===== config.mk =====
export PLATFORM = sky130hd
export DESIGN_NAME = sll_cell
export DESIGN_NICKNAME = d
export VERILOG_FILES = /design/src/strict_lis_length_stream_macros.svh /design/src/sll_pkg.sv /design/src/sll_cell.sv
export SDC_FILE = /design/constraint.sdc
export NUM_CORES = 1
export LEC_CHECK = 0
export BUFFER_PORTS_ARGS = -buffer_cell sky130_fd_sc_hd__buf_4
export CORE_MARGIN = 1
export CORE_UTILIZATION = 40
export DETAILED_ROUTE_END_ITERATION = 12
export SLEW_MARGIN = 25
export SYNTH_ARGS = -nofsm -noshare
export SYNTH_HDL_FRONTEND = slang
export SYNTH_SLANG_ARGS = --single-unit

===== constraint.sdc =====
create_clock -name clk -period 4.7 [get_ports clk]
set_clock_uncertainty 0.05 [all_clocks]
set_input_delay 0 -clock clk [delete_from_list [all_inputs] [get_ports clk]]
set_output_delay 0 -clock clk [all_outputs]
set_load 0.005 [all_outputs]

===== src/strict_lis_length_stream_macros.svh =====
// Assertion macros for the LIS length block.
// All of them sample on clk and are disabled while arst_n is low.
`ifndef STRICT_LIS_LENGTH_STREAM_MACROS_SVH
`define STRICT_LIS_LENGTH_STREAM_MACROS_SVH

`ifndef SYNTH
`define SLL_ASSERT(lbl, prop) \
	lbl: assert property (@(posedge clk) disable iff (!arst_n) (prop)) \
		else $error("sll assertion failed");
`define SLL_ASSERT_IMP(lbl, ante, cons) \
	lbl: assert property (@(posedge clk) disable iff (!arst_n) (ante) |-> (cons)) \
		else $error("sll assertion failed");
`define SLL_ASSERT_NXT(lbl, ante, cons) \
	lbl: assert property (@(posedge clk) disable iff (!arst_n) (ante) |=> (cons)) \
		else $error("sll assertion failed");
`else
`define SLL_ASSERT(lbl, prop)
`define SLL_ASSERT_IMP(lbl, ante, cons)
`define SLL_ASSERT_NXT(lbl, ante, cons)
`endif

`endif


===== src/sll_pkg.sv =====
package sll_pkg;

	localparam int MAX_LEN = 256;
	localparam int CNT_W   = $clog2(MAX_LEN + 1);
	localparam int VAL_W   = 32;
	localparam int LEN_W   = 9;

	// what a cell tells its right-hand neighbour
	typedef struct packed {
		logic occ;
		logic ge;
	} sll_link_t;

endpackage


===== src/sll_cell.sv =====
module sll_cell import sll_pkg::*; (
	input  logic                    clk,
	input  logic                    wr_en,
	input  logic signed [VAL_W-1:0] key,
	input  logic                    occ,
	input  sll_link_t               prev,
	output sll_link_t               link,
	output logic                    append
);

	logic signed [VAL_W-1:0] tail_q;
	logic                    ge;
	logic                    replace;

	// store is sorted, so "first tail >= key" only needs the left neighbour's flag
	assign ge      = occ && (tail_q >= key);
	assign replace = occ && (tail_q > key) && !prev.ge;
	assign append  = !occ && prev.occ && !prev.ge;

	assign link.occ = occ;
	assign link.ge  = ge;

	always_ff @(posedge clk) begin
		if (wr_en && (replace || append)) begin
			tail_q <= key;
		end
	end

endmodule

==> impl_summary.log <==
INFO  metric initial_core_util = 41.38%
INFO  metric wl_per_cell = 12.25 um
INFO  metric worst_slew_margin_rel = 62.10%
INFO  metric worst-endpoint-required = 4.66 ns
INFO  metric core_area = 4723 um2
INFO  metric timing.final.max_slew_violations = 0
INFO  metric dominantRegCellSynth = sky130_fd_sc_hd__edfxtp_1
INFO  metric leakage = 1.227 nW
INFO  metric vias_per_cell = 4.795
INFO  metric power_per_cell_area = 244.0 nW/um2
INFO  metric gr-total-overflow = 0
INFO  metric wire_length_of_the_first_global_routing_pass = 6.451 mm
INFO  metric multi_input_comb_area = 850.8 um2
INFO  metric most_common_cell_after_layout_fill_and_taps_aside = sky130_fd_sc_hd__buf_4
INFO  metric floorplan.die.height = 71.90 um
INFO  metric post_synth_and_or_nand_nor_area_fraction = 12.55%
INFO  metric mostFrequentLayoutCells = 40 x sky130_fd_sc_hd__buf_4, 34 x sky130_fd_sc_hd__inv_1, 32 x sky130_fd_sc_hd__ha_1, 32 x sky130_fd_sc_hd__dlygate4sd3_1, 32 x sky130_fd_sc_hd__edfxtp_1
INFO  metric synth_xor_area_share = 0%
INFO  metric clock-sinks = 32
INFO  metric synth-async-reset-ratio = 0%
INFO  metric track_usage = 16.57%
INFO  metric tritoncts_clock_tree = built
INFO  metric total_negative_setup_slacks = 0 ns
INFO  metric yosysUniqueCellTypes = 33
INFO  metric gp_weighted_congestion = 0.7541
INFO  metric grt_setup_unrepaired = false
INFO  metric postRouteAntennaNets = 0
INFO  metric critical_path_class = in2reg
INFO  metric hold_viol = 0
INFO  metric final_nets = 308
INFO  metric drt-pass1-iter-count = 4
INFO  metric slew_at_the_pin_closest_to_its_max_slew_limit = 0.5542 ns
INFO  metric netlist_instances = 162
INFO  metric cts_repair_resize_count = 0
INFO  metric die_area = 5170 um2
INFO  metric flip_flop_count_of_the_largest_register_all_copies_and_words_added = 32
INFO  metric clock_slew_at_the_register_clock_pins_of_the_worst_setup_and_hold_paths = 0.06 ns
INFO  metric synth_compound_gate_area_share = 10.50%
INFO  metric postCtsSetupBuffers = 0
INFO  metric report.power.total = 0.0006646 W
INFO  metric finalWorstSetupSlack = 1.902 ns
INFO  metric peakVddDrop = 0.1598 mV
INFO  metric critical_path_peak_fanout = 24
INFO  metric synth_mux_area_share = 0%
INFO  metric min_period_over_period = 59.54%
INFO  metric worst_setup_path_start_kind = primary input
INFO  metric finalSetupViolCount = 0
INFO  metric fp-row-count = 25
INFO  metric synth_top_family_by_area = adder cells
INFO  metric detailedPlace.worstSlack = 1.896 ns
INFO  metric cell_at_the_root_of_the_clock_tree = sky130_fd_sc_hd__clkbuf_8
INFO  metric die_w = 71.90 um
INFO  metric layout.area.seq = 960.9 um2
INFO  metric synth.avg_cell_area = 12.06 um2
INFO  metric ys_warn_count = 0
INFO  metric worst_ep_arrival_time = 2.76 ns
INFO  metric cts-buffers-inserted = 5
INFO  metric worstSkewPairLatency = 0.28 ns
INFO  metric edff_count_synth = 32
INFO  metric clockBufferDepth = 2
INFO  metric drt-total-wl = 3.762 mm
INFO  metric layout.filler_cells = 406
INFO  metric floorplan.io_pins = 40
INFO  metric num_antenna_cells = 0
INFO  metric dp_hpwl = 2.764 mm
INFO  metric antenna_found_initial = 0
INFO  metric holdWs = 0.1489 ns
INFO  metric min-delay-path-class = in2out
INFO  metric area_delta_synth_final = 39.37%
INFO  metric cap_violations = 0
INFO  metric synth-seq-cells = 32
INFO  metric dr.first_iter.drc_count = 44
INFO  metric largest_register = tail_q
INFO  metric final_period_minus_worst_setup_slack = 2.798 ns
INFO  metric number_of_global_route_vias_before_repair = 1,497
INFO  metric endpoint_kind = register
INFO  metric fmaxAchievable = 357.3 MHz
INFO  metric synth_nets = 231
INFO  metric cts_h_tree_depth = 2
INFO  metric cell_area_synth = 1954 um2
INFO  metric final_layout_size_suffix_gt1_share = 21.67%
INFO  metric drc_errors = 0
INFO  metric ys_seq_area_share = 49.17%
INFO  metric reg.largest.list = tail_q (32)
INFO  metric io_buffers = 39
INFO  metric synth_adder_area_share = 20.49%
INFO  metric grt_max_degree = 25
INFO  metric outcome = completed
INFO  metric num_vias = 1,472
## timing repair
item                                    4_1_cts  5_1_grt
endpoints found under the hold margin        32        0
hold buffers                                 32        0
endpoints found under the setup margin        0        0
## kinds of logic after synthesis
logic type / count (synthesis)
AO/OA/AOI/OAI: 31
flip-flops: 32
adder cells (fa/ha/maj): 32
buffers and inverters: 36
AND/OR/NAND/NOR: 31
## final timing paths
path | startpoint | to | slack, ns | depth (start not counted)
worst max-delay path | key[14] | tail_q[3] | 1.90 | 10
worst min-delay path | occ | link[1] | 0.15 | 2
worst max register to register | tail_q[14] | tail_q[3] | 1.93 | 7
worst min register to register | tail_q[31] | tail_q[11] | 1.17 | 4
## Yosys cell counts, types with 2 or more instances
library cell / instances / share of area, %
sky130_fd_sc_hd__a211oi_1: 2 / 0.77
sky130_fd_sc_hd__a21oi_1: 14 / 3.6
sky130_fd_sc_hd__buf_4: 2 / 0.77
sky130_fd_sc_hd__edfxtp_1: 32 / 49
sky130_fd_sc_hd__ha_1: 32 / 20
sky130_fd_sc_hd__inv_1: 34 / 6.5
sky130_fd_sc_hd__nand2_1: 7 / 1.3
sky130_fd_sc_hd__nand3_1: 4 / 1.0
sky130_fd_sc_hd__nand4_1: 4 / 1.3
sky130_fd_sc_hd__nand4_4: 3 / 3.3
sky130_fd_sc_hd__nor2_1: 3 / 0.58
sky130_fd_sc_hd__nor4_2: 2 / 1.3
sky130_fd_sc_hd__o21ai_0: 3 / 0.77
## layer usage
layer | part of all wire (%) | GRT usage [%] | routed length, um
met1 | 47 | 21.31 | 1751
met2 | 45 | 25.37 | 1685
met3 | 5.7 | 4.861 | 215
met4 | 2.9 | 8.715 | 110
met5 | 0 | 0 | 0
## area by class of cell
cell class              count  area share [%]
well taps                  67           3.078
clock inverters             1          0.1378
flip-flops and latches     32           35.28
repair buffers             72           22.78
inverters                  34           4.685
clock buffers               7           2.802
multi-input cells          94           31.24
## worst max-delay path, stage by stage
cell and delay, ns:
sky130_fd_sc_hd__dlygate4sd3_1 0.53, sky130_fd_sc_hd__buf_4 0.11, sky130_fd_sc_hd__inv_1 0.04, sky130_fd_sc_hd__ha_1 0.32, sky130_fd_sc_hd__a21oi_1 0.15, sky130_fd_sc_hd__nand2_1 0.07
sky130_fd_sc_hd__a221o_1 0.36, sky130_fd_sc_hd__o311a_1 0.35, sky130_fd_sc_hd__a2111o_1 0.51, sky130_fd_sc_hd__buf_4 0.31
## report_power, final
group	leakage (nW)	switching [W]	internal [W]	total, W
Combinational	0.894	0.0000596	0.0000690	0.000129
Sequential	0.294	0.00000335	0.000329	0.000333
Clock	0.0399	0.000100	0.000103	0.000203
Total	1.23	0.000163	0.000501	0.000665
## per-stage QoR
stage               util [%]  instances  instance area [um2]
floorplan                  -        162                 1954
CTS                    57.67        307                 2724
detailed placement     49.19        267                 2323
global placement       49.19        267                 2323
finish                 57.67        307                 2724
global route           57.67        307                 2724
(Power assumes the default switching activity.)
